### src/hw/rtl/qhtp_queue.sv
// Two-entry queue between the classifying front and the probing back.
// Depends on nothing but its width parameter.

module qhtp_queue #(
  parameter int WIDTH = 8
) (
  input  logic             clk,
  input  logic             rst_n,
  input  logic             push,
  input  logic [WIDTH-1:0] push_data,
  input  logic             pop,
  output logic [WIDTH-1:0] head,
  output logic             empty,
  output logic             full
);

  logic [WIDTH-1:0] slot_r [2];
  logic             wp_r, wp_nxt;
  logic             rp_r, rp_nxt;
  logic [1:0]       cnt_r, cnt_nxt;

  assign head  = slot_r[rp_r];
  assign empty = (cnt_r == 2'd0);
  assign full  = (cnt_r == 2'd2);

  // Advance pointers and occupancy
  always_comb begin
    wp_nxt  = push ? ~wp_r : wp_r;
    rp_nxt  = pop ? ~rp_r : rp_r;
    cnt_nxt = cnt_r + 2'(push) - 2'(pop);
  end

  always_ff @(posedge clk) begin
    if (!rst_n) begin
      wp_r  <= 1'b0;
      rp_r  <= 1'b0;
      cnt_r <= 2'd0;
    end else begin
      wp_r  <= wp_nxt;
      rp_r  <= rp_nxt;
      cnt_r <= cnt_nxt;
    end
  end

  // Store entry payload
  always_ff @(posedge clk) begin
    if (push) begin
      slot_r[wp_r] <= push_data;
    end
  end

endmodule

### config.mk
export PLATFORM = sky130hd
export DESIGN_NAME = qhtp_queue
export DESIGN_NICKNAME = d
export VERILOG_FILES = /design/src/hw/rtl/qhtp_queue.sv
export SDC_FILE = /design/constraint.sdc
export NUM_CORES = 1
export LEC_CHECK = 0
export BUFFER_PORTS_ARGS = -buffer_cell sky130_fd_sc_hd__clkbuf_2
export CAP_MARGIN = 10
export CELL_PAD_IN_SITES_DETAIL_PLACEMENT = 0
export CELL_PAD_IN_SITES_GLOBAL_PLACEMENT = 1
export CORE_MARGIN = 2
export CORE_UTILIZATION = 30
export DETAILED_ROUTE_END_ITERATION = 6
export GPL_TIMING_DRIVEN = 0
export PLACE_DENSITY_LB_ADDON = 0.1
export SLEW_MARGIN = 0
export SYNTH_ARGS = -nofsm -noshare
export SYNTH_HDL_FRONTEND = slang
export SYNTH_SLANG_ARGS = --single-unit
### constraint.sdc
create_clock -name clk -period 2.3 [get_ports clk]
set_input_delay 0.575 -clock clk [delete_from_list [all_inputs] [get_ports clk]]
set_output_delay 0.575 -clock clk [all_outputs]
set_load 0.03 [all_outputs]
Yosys cells after proc, flatten, opt, wreduce, memory -nomap -nowiden
Memory sizes are Yosys's and may differ from the RTL's. A register that Yosys moved wholly into a read port is not among the register bits.
Cells that the tools add are included.
{"block": "classes", "eq_ne": 1, "n_lt_le_gt_ge": 0, "bitwise_logic": 2, "mul": 0, "add_sub_neg": 2, "mux": 4, "reduce_logical": 1, "n_div": 0, "shifts": 0}
{"op": "1-bit 2-to-1 mux", "count": 4}
{"op": "2-bit by 1-bit adder with 2-bit output", "count": 1}
{"op": "2-bit == test (second input constant)", "count": 1}
{"op": "2-bit zero test", "count": 1}
{"op": "1-bit inverter", "count": 2}
{"op": "2-bit by 1-bit subtractor with 2-bit output", "count": 1}
{"block": "totals", "ff_bits": 4, "mem_bits_ro": 0, "memories": 1, "mem_bits_rw": 16, "wordCells": 14, "latch_bits": 0, "in_bits": 12}
{"memory": "slot_r", "words": 2, "word_bits": 8, "rd": 1, "rd_clocked_by_memory_dff": 1, "wr": 1, "line_no": "17", "text": "logic [WIDTH-1:0] slot_r [2];"}

Logic depth before layout (Yosys ltp)
{"block": "depth", "ltp_word": 3, "ltp_mapped": 6, "mapped_depth_nobuf": 6}

Least setup slack after synthesis
OpenSTA, ideal clock, no wires.
{"block": "synth_path", "kind": "register to output", "from": "register (tool-made name)", "to": "output head[0]", "required_ns": 1.725, "n_path_buf": 1, "stages_incl_launch_ff": 3, "arrival_time_ns": 0.880, "path_slack_ns": 0.845, "cell_sequence": "dfxtp_1 > buf_2 > mux2_2"}
{"item": "end: declaration", "line_no": "12", "text": "output logic [WIDTH-1:0] head,"}

==> impl_results.md <==
- Mapped Nets: 60
- Core area: 0.00250 mm²
- Clock-pin slew on the worst setup and hold paths: 0.10 ns
- WL per Instance: 10.9 µm
- Max_cap viols: 0
- Int Pwr: 0.000571 W
- Worst slew pin tran: 0.779 ns
- Worst flop-to-flop path endpoint: slot_r[0][1]$_DFFE_PP_
- Buffer depth of the longest clock path: 2
- Worst setup SP type: flip-flop
- Layout Skew: 0.00130 ns
- Max Clk Rate: 518 MHz
- Tcrit/Tclk final: 83.9%
- Fin nets: 86
- Max Fanout on Critical Path: 8
- Avg Inst Size Synth: 17.4 µm²
- Setup bufs post-CTS: 0
- Num CTS Buffers: 3
- Setup TNS: 0 ns
- Synth Area in XOR/XNOR: 3.91%
- Top cells by area, synth: edfxtp_1 60%, dfxtp_1 13%, mux2_2 11%, and2_1 3.1%, ha_1 3.1%
- Crit path arrival time: 1.36 ns
- Final setup viols: 0
- Die H: 55.7 µm
- Drc violations: 0
- Critical R2R Launch: wp_r$_SDFFE_PN0P_
- Minimum clock period: 1.93 ns
- Worst-Skew Late Latency: 0.28 ns
- Cell with the most instances after synthesis: edfxtp_1
- Clock power frac: 21.3%
- RSZ-0062 raised after global routing: no
- Final Max Tran Viols: 0
- I/O pins: 22
- Gr usage total: 7.95%
- Required time worst endpoint: 1.73 ns
- Async SR Flop Fraction: 0%
- Pre-CTS setup slack: 0.545 ns
- Initial DRC Count: 2
- GP Congestion: 0.619
- Fraction of layout cells with a size suffix above 1: 46.5%
- P_sw: 0.000199 W
- Via Count: 410
- Rows: 18
- Root buf cell: clkbuf_4
- Cells after synthesis: 46
- Congestion Overflow GR: 0
- Sequential share of power: 58.1%
- Tightest Hold Check Type: input port to flip-flop
- Initial antenna violation count: 0
- Vias in the first global route: 406
- Largest area contributor in the netlist: edfxtp_1
- PortBufs: 21
- Area grow syn2layout: 21.1%
- Comb power frac: 20.6%
- CTS sink count: 21
- R2R cell count: 1
- Die area: 0.00310 mm²
- Seq cells post-synth: 21
- Initial Utilization: 32.0%
- Worst IR Drop VDD: 0.309 mV
- Post-synthesis adder-cell area fraction: 3.13%
- CTS Hold Bufs: 0
- Largest family of logic cells by synthesized area: multiplexers
- Final hold viol count: 0
- Crit Path Category: flip-flop to primary output
- Post-synth EDFFs: 16
- Synth Area in Simple Gates: 6.72%
- Sequential area share after synthesis: 72.5%
- Mux cell area share after synthesis: 11.2%
- Crit. End Element: primary output
- Post-DP HPWL: 835 µm
- Pwr Density: 794 mW/mm²
- Top cells by count, synth: 16 x edfxtp_1, 8 x mux2_2, 5 x dfxtp_1
- Top cell type's share of synthesized area: 60.0%
- Pre-Repair DR Iteration Count: 2
- Static Leakage: 0.394 nW
- Net Sw Frac: 25.8%
- Min-delay src: push_data[1]
- Max H-tree Level: 1
- Die Width: 55.7 µm
- Outcome: completed
- Synth Cell Area: 801 µm²
- Hold endpoint: slot_r[1][1]$_DFFE_PP_
- Via density: 4.06
- Post-synth top flop: edfxtp_1
- Total power: 0.000769 W
- Largest net degree at the start of global routing: 12
- Antenna diodes: 0
- Post-synthesis compound-gate area fraction: 0.938%
- Synth warnings: 0
- CTS tree: built
- Rel. slew slack: 48.0%
- Post-route setup slack: 0.370 ns
- DRT Wirelength: 1100 µm
- Fin util: 38.8%
- Final hold slack: 0.475 ns
- R2R Setup Slk: 1.00 ns
- Unique masters post-synth: 12
- Routed Antenna Nets: 0
- Hold Crit Depth: 1
- Post_cts resized: 0
- First-pass GRT wire length: 1860 µm
## metal layers
metal / track usage [%] / up-vias / routed length (µm)
met2: 13.8 / 9 / 627
met5: 0 / - / 0
met4: 3.14 / 0 / 0
met1: 9.32 / 188 / 422
met3: 2.09 / 0 / 51
li1: - / 213 / -
## worst max-delay path: stages, from the launching register on
cell      delay [ns]
dfxtp_1         0.32
buf_2           0.21
mux2_2          0.37
clkbuf_2        0.18
## registers in the layout, summed over array words and instances, names as in the netlist, named ones only
name and count:
cnt_r 2, rp_r 1, slot_r 16, wp_r 1
## cell type report
type / count / area (µm²)
clock buffers: 4 / 26.3
repair buffers: 21 / 105
flip-flops and latches: 21 / 581
plain buffers: 1 / 5.00
fillers: 251 / 1530
inverters: 2 / 7.51
well taps: 30 / 37.5
multi-input cells: 22 / 208
## how the worst max path moves through the flow
stage                   start                     end  slack [ns]  depth (start not counted)
CTS                 flip-flop                 head[5]        0.33                          3
detailed placement       push  slot_r[0][1]$_DFFE_PP_        0.54                          2
global route        flip-flop                 head[5]        0.27                          3
finish              flip-flop                 head[5]        0.37                          3
global placement         push  slot_r[0][4]$_DFFE_PP_        0.53                          2
floorplan           flip-flop                 head[0]        0.84                          2
## through the flow
step                cells  area [µm²]
global placement       97         943
detailed placement     97         943
global route          101         970
finish                101         970
CTS                   101         970
floorplan              46         801
## cells in the final DEF, fill, tap and decap left out, types with 2 or more instances in the layout
| cell | synthesis | routed |
|---|---|---|
| clkbuf_2 | 0 | 21 |
| ha_1 | 2 | 2 |
| mux2_2 | 8 | 8 |
| inv_1 | 2 | 2 |
| nor2b_1 | 4 | 4 |
| dfxtp_1 | 5 | 5 |
| and2_1 | 4 | 4 |
| clkbuf_4 | 0 | 3 |
| edfxtp_1 | 16 | 16 |
## power groups by stage
stage | logic, W | clock network (W) | registers [W]
after floorplan | 0.000119 | 0 | 0.000454
after global placement | 0.000162 | 0 | 0.000456
after detailed placement | 0.000162 | 0 | 0.000456
after CTS | 0.000163 | 0.000178 | 0.000447
after global routing | 0.000172 | 0.000188 | 0.000450
final | 0.000159 | 0.000164 | 0.000447
## logic make-up (layout without fill, tap and decap cells)
logic type	Yosys count	after routing
adders and majority gates	2	2
DFF	21	21
buffers and inverters	3	28
xor gates and xnor gates	2	2
and+or+nand+nor	9	9
muxes	8	8
AOI/OAI and AO/OA	1	1
Power figures use the tool's default switching activity.
