--- config.mk ---
export PLATFORM = sky130hd
export DESIGN_NAME = qhtp_front
export DESIGN_NICKNAME = d
export VERILOG_FILES = /design/src/hw/rtl/qhtp_pkg.sv /design/src/hw/rtl/qhtp_front.sv
export SDC_FILE = /design/constraint.sdc
export NUM_CORES = 1
export LEC_CHECK = 0
export ABC_AREA = 1
export ABC_CLOCK_PERIOD_IN_PS = 2600
export BUFFER_PORTS_ARGS = -buffer_cell sky130_fd_sc_hd__clkbuf_2
export CAP_MARGIN = 20
export CORE_MARGIN = 2
export CORE_UTILIZATION = 51
export DETAILED_ROUTE_END_ITERATION = 16
export GPL_TIMING_DRIVEN = 0
export PLACE_DENSITY_LB_ADDON = 0.05
export SETUP_SLACK_MARGIN = 0.02
export SYNTH_ARGS = -nofsm -noshare
export SYNTH_HDL_FRONTEND = slang
export SYNTH_SLANG_ARGS = --single-unit
export TNS_END_PERCENT = 100
--- constraint.sdc ---
create_clock -name vclk -period 2.6
set_input_delay 0.26 -clock vclk [all_inputs]
set_output_delay 0.26 -clock vclk [all_outputs]
set_load 0.02 [all_outputs]
--- src/hw/rtl/qhtp_pkg.sv ---
// Shared constants, types and helpers for the triangular-probe hash table.
// No dependencies; the files that use it refer to this package by scoped names.

package qhtp_pkg;

  // Default table size (log2 of slot count)
  localparam int TABLE_BITS = 10;

  // Field widths
  localparam int WORD_W   = 32;
  localparam int KEY_W    = 42;
  localparam int VAL_W    = 24;
  localparam int SLOT_W   = 10;
  localparam int COUNT_W  = 11;
  localparam int FBITS_W  = 5;

  // Stream bus widths (data buses padded to whole bytes)
  localparam int IN_DATA_W  = 72;
  localparam int OUT_DATA_W = 48;
  localparam int OUT_USER_W = 3;

  // Configuration port
  localparam int CFG_ADDR_W = 3;
  localparam int CFG_DATA_W = 32;
  localparam logic REG_PROBE_BITS = 1'b0;
  localparam logic REG_VALUE_BITS = 1'b1;
  localparam logic [FBITS_W-1:0] PROBE_BITS_RESET = 5'd6;
  localparam logic [FBITS_W-1:0] VALUE_BITS_RESET = 5'd8;

  // Mode codes
  localparam logic MODE_LOOKUP = 1'b0;
  localparam logic MODE_INSERT = 1'b1;

  // Saturation point of the entry counter
  localparam logic [COUNT_W-1:0] COUNT_MAX = '1;

  // Field layout settings seen by front and back
  typedef struct packed {
    logic [FBITS_W-1:0] probe_bits;
    logic [FBITS_W-1:0] value_bits;
  } cfg_t;

  // Mask covering the low value_bits bits of a word
  function automatic logic [WORD_W-1:0] value_mask(input logic [FBITS_W-1:0] bits);
    value_mask = (WORD_W'(1) << bits) - WORD_W'(1);
  endfunction

endpackage

--- src/hw/rtl/qhtp_front.sv ---
// Front end: accepts input transfers and precomputes the per-item tags.
// Depends on qhtp_pkg.

module qhtp_front #(
  parameter int TABLE_BITS = qhtp_pkg::TABLE_BITS,
  parameter int ITEM_W = 1 + TABLE_BITS + 2 * qhtp_pkg::WORD_W + qhtp_pkg::VAL_W
) (
  input  logic                           in_tvalid,
  output logic                           in_tready,
  input  logic [qhtp_pkg::IN_DATA_W-1:0] in_tdata,
  input  logic                           in_tuser,
  input  qhtp_pkg::cfg_t                 cfg,
  input  logic                           clearing,
  input  logic                           q_full,
  output logic                           q_push,
  output logic [ITEM_W-1:0]              q_data
);

  logic [qhtp_pkg::KEY_W-1:0]  key;
  logic [qhtp_pkg::VAL_W-1:0]  vin;
  logic [qhtp_pkg::WORD_W-1:0] y;
  logic [qhtp_pkg::WORD_W-1:0] ytag;
  logic [qhtp_pkg::WORD_W-1:0] yins;
  logic [5:0]                  ins_shift;
  logic [qhtp_pkg::WORD_W-1:0] vmask;
  logic [qhtp_pkg::VAL_W-1:0]  vmasked;
  logic [TABLE_BITS-1:0]       home;

  assign in_tready = !q_full && !clearing;
  assign q_push    = in_tvalid && in_tready;

  // Split the key and build the stored tag forms
  always_comb begin
    key       = in_tdata[qhtp_pkg::KEY_W-1:0];
    vin       = in_tdata[qhtp_pkg::KEY_W +: qhtp_pkg::VAL_W];
    home      = key[TABLE_BITS-1:0];
    y         = qhtp_pkg::WORD_W'(key >> TABLE_BITS);
    ytag      = y << cfg.probe_bits;
    ins_shift = {1'b0, cfg.value_bits} + {1'b0, cfg.probe_bits};
    yins      = ins_shift[5] ? '0 : (y << ins_shift[4:0]);
    vmask     = qhtp_pkg::value_mask(cfg.value_bits);
    vmasked   = vin & vmask[qhtp_pkg::VAL_W-1:0];
    q_data    = {in_tuser, home, ytag, yins, vmasked};
  end

endmodule

==> Yosys cells after proc, flatten, opt, wreduce, memory -nomap -nowiden <==
Cells that the tools add are included.
{ "word_totals": {"output_inout_bits": 101, "elab_cells": 11, "register_bits": 0} }
{ "op_classes": {"shift": 3, "muxes": 1, "n_reduce_logical": 4, "addsub": 2, "bitwise_logic": 1} }
{ "op_table": {"columns": ["op", "count"], "rows": [
  ["$shl 32x5->32", 2],
  ["$mux 32", 1],
  ["$and 24x24->24", 1],
  ["$shl 1x5->24 const A", 1],
  ["$sub 24x2->24 const B", 1],
  ["$add 5x5->6", 1],
  ["$logic_and 1x1->1", 2],
  ["$logic_not 1->1", 2]
]} }

==> Logic depth before layout (Yosys ltp) <==
{ "logic_depth": {"ltp_word": 3, "depth_mapped": 13, "ltp_nobuf": 12} }

==> Least setup slack after synthesis <==
Ideal clock, no wire load.
{ "synth_timing": {"path_type": "input port to output port", "from": "input cfg[0] (netlist name)", "to": "output q_data[49]", "arrival_ps": 2133, "n_path_buf": 1, "path_stages": 10, "slack_ps": 207, "cell_sequence": "ha_1 > fa_1 > inv_1 > clkbuf_1 > nand2_1 > nor2_1 > nor2_1 > a31oi_1 > nor2_1 > nor2_1"} }
{ "synth_between": {"elab_chain_len": 3} }
{ "synth_lines": {"columns": ["item", "line_no", "source"], "rows": [
  ["start, declared", "qhtp_front.sv:12", "input qhtp_pkg::cfg_t cfg,"],
  ["$add 5x5->6 *", "qhtp_front.sv:39", "ins_shift = {1'b0, cfg.value_bits} + {1'b0, cfg.probe_bits};"],
  ["$shl 32x5->32", "qhtp_front.sv:40", "yins = ins_shift[5] ? '0 : (y << ins_shift[4:0]);"],
  ["$mux 32 *", "qhtp_front.sv:40", null],
  ["end, declared", "qhtp_front.sv:16", "output logic [ITEM_W-1:0] q_data"]
]} }
Mark *: on every way between the ends. The rest lies on a longest branch, timed or not.

==> Final worst setup path <==
{ "layout_timing": {"from": "input cfg[0] (netlist name)", "to": "output q_data[48]"} }
Same word-level chain as after synthesis.

==> metrics.txt <==
RSZ-0062 raised after global routing=yes; Mapped Area=0.00441 mm^2; Max-slew headroom=0.667; DRC=0; Int Pwr=0.717 mW; minimum clock period=2.55 ns; final hold violations=0; routed wire length=between 15,000 and 20,000 um; seq_cells=0; io pins=187; Hold-fix buffers, CTS=0; clkbuf count=0; crit-path most repeated cell=nor2_1; crit-path cells=clkbuf_4 > ha_4 > fa_2 > inv_2 > buf_6 > nand2_1 > nand3_2 > a31oi_2 > nor2_1 > nor2_1 > clkbuf_2; routed length per instance=13.9 um; Max stage delay on crit path=0.60 ns; Hold Path Class=in2out; Global Route Usage Sum=0.330; sw power=1.35 mW; Synth Area per Inst=4.75 um^2; Post-Syn Instances=about 900; Row Count=33; port bufs=170; Seq/Total Area, Yosys=0; post-place setup slack=-0.378 ns; combinational power share=1.000; post-synth cell types=45; Pwr Density=370 mW/mm^2; DRT iter0 DRCs=approximately 630; number of global-route vias before repair=~5.8k; largest net degree at the start of global routing=11; max_cap viols=0; antenna cells=0; Yosys warning count=0; Reg area=0 um^2; RD Place Congestion=0.989; Pleak=3.20 nW; switch share=0.653; Final Worst Setup Slack=0.0538 ns; area of the die=approximately 0.0094 mm^2; endpoint type of the worst setup path=output port; Max Clock Freq=393 MHz; Routed Antenna Nets=0; Initial Util=0.531; Least-Margin Pin Slew=0.494 ns; Avg Vias per Cell=~5.7; Setup-failing EPs final=0; Critical Path Fanout Max=10; width of the chip=between 90 and 100 um; first-pass GRT wire length=26,800 um; WP data required=between 2 and 2.5 ns; sequential share of power=0; clock share of power=0; Area Overhead vs Synth=26.9%; WP data arrival=2.29 ns; crit start category=input pin; GRT overflow=0; Util after Layout=0.674; outcome=completed; core area=0.00830 mm^2; initial antenna violation count=0; CP max-delay cell=fa_2; Period Utilization, post-route=0.979; via count=6,904; Peak VDD IR=roughly 200 uV; Slew Limit Fails=0; Synthesized Nets=1,020; Die Y-Extent=97.0 um; DP HPWL=14,000 um; CP Class=in2out; post-layout net count=1,193; Initial DRT Pass Iterations=6; share of layout cells above drive strength 1=0.279
power by group through the flow:
stage	Combinational [mW]	Clock, mW	Sequential (mW)
final	2.07	0	0
after global routing	2.26	0	0
after CTS	1.92	0	0
after detailed placement	1.88	0	0
after global placement	1.88	0	0
after floorplan	1.36	0	0
layout make-up:
class	count	area [um^2]
Multi-Input combinational cell	787	3850
Fill cell	917	2710
Timing Repair Buffer	171	892
Buffer	74	472
Inverter	66	248
Tap cell	105	131
critical path, delay by kind of cell:
kind,cells,cell delay [ns]
compound gates,1,0.23
fa+ha+maj,2,0.78
buf+inv,4,0.61
simple gates,4,0.40
placed cells by master, fill, tap and decap left out, types with 2 or more instances in the layout:
cell type,netlist,routed
nand2_1,339,328
clkbuf_2,0,156
nand3_1,137,134
o21ai_0,84,84
nor2_1,74,70
inv_1,52,51
buf_4,18,32
a21oi_1,33,28
buf_2,24,25
o21ai_1,16,15
clkbuf_1,21,15
or2_2,14,14
inv_2,12,13
nor3_1,13,13
nand2_2,2,13
nand4_1,12,12
buf_6,8,10
o211ai_1,8,8
nor2_2,5,8
a21oi_2,2,7
nand3_2,3,6
mux2i_1,6,6
o21ai_2,3,4
nor2_4,3,4
ha_1,6,4
clkbuf_4,0,3
buf_1,3,3
xor2_2,2,2
and2_1,2,2
clkinv_1,2,2
o31ai_1,2,2
a31oi_1,4,2
o2111a_1,2,2
and3_1,2,2
final timing paths:
check / from / to / slack (ns) / depth (start not counted)
max: cfg[0] / q_data[48] / 0.05 / 11
min: in_tdata[0] / q_data[88] / 0.74 / 2
per-layer routing:
metal  global-route usage  part of all wire  vias up
met5                    0                 0        -
met3               0.0383              0.10       40
met1                0.468              0.43     3077
met4               0.0802             0.023        0
met2                0.532              0.45      396
li1                     -                 -     3391
synth_stat cells, types with 2 or more instances:
master    instances  area share
nor3_1           13       0.015
buf_2            24       0.027
a21oi_2           2      0.0040
mux2i_1           6       0.014
nand3_2           3      0.0068
nand2_2           2      0.0028
o21ai_1          16       0.018
a21oi_1          33       0.037
nand2_1         339        0.29
clkinv_1          2      0.0017
or2_2            14       0.020
buf_6             8       0.020
ha_1              6       0.017
nor2_1           74       0.063
and2_1            2      0.0028
o2111a_1          2      0.0051
buf_4            18       0.031
clkbuf_1         21       0.018
o21ai_0          84       0.095
inv_2            12       0.010
o31ai_1           2      0.0034
o211ai_1          8       0.014
nand4_1          12       0.017
nor2_2            5      0.0071
o21ai_2           3      0.0060
inv_1            52       0.044
and3_1            2      0.0028
nor2_4            3      0.0077
xor2_2            2      0.0074
a31oi_1           4      0.0057
nand3_1         137        0.16
buf_1             3      0.0026
through the flow:
| step | hold WS [ns] | setup TNS (ns) | area, um^2 | cells | total power [mW] |
|---|---|---|---|---|---|
| after floorplan | 0.595 | 0 | 4410 | 927 | 1.36 |
| after global placement | 0.744 | -5.30 | 5390 | 1202 | 1.88 |
| after detailed placement | 0.745 | -5.40 | 5390 | 1202 | 1.88 |
| after CTS | 0.746 | 0 | 5460 | 1202 | 1.92 |
| after global routing | 0.749 | -0.0622 | 5590 | 1203 | 2.26 |
| final | 0.744 | 0 | 5590 | 1203 | 2.07 |
cell families (layout without fill, tap and decap cells):
family	Yosys count	in the layout	synth area share
buffers and inverters	140	311	0.155
xor gates and xnor gates	4	4	0.0114
and+or+nand+nor	609	609	0.595
adders and majority gates	7	7	0.0216
muxes	6	6	0.0136
AOI/OAI and AO/OA	161	161	0.203
repair_timing:
| item | CTS | global route |
|---|---|---|
| setup buffers | 0 | 1 |
| gates cloned | 0 | 0 |
| resized for setup | 22 | 61 |
| pin swaps | 2 | 8 |
| setup endpoints to repair | 32 | 34 |
(Power assumes the default switching activity.)
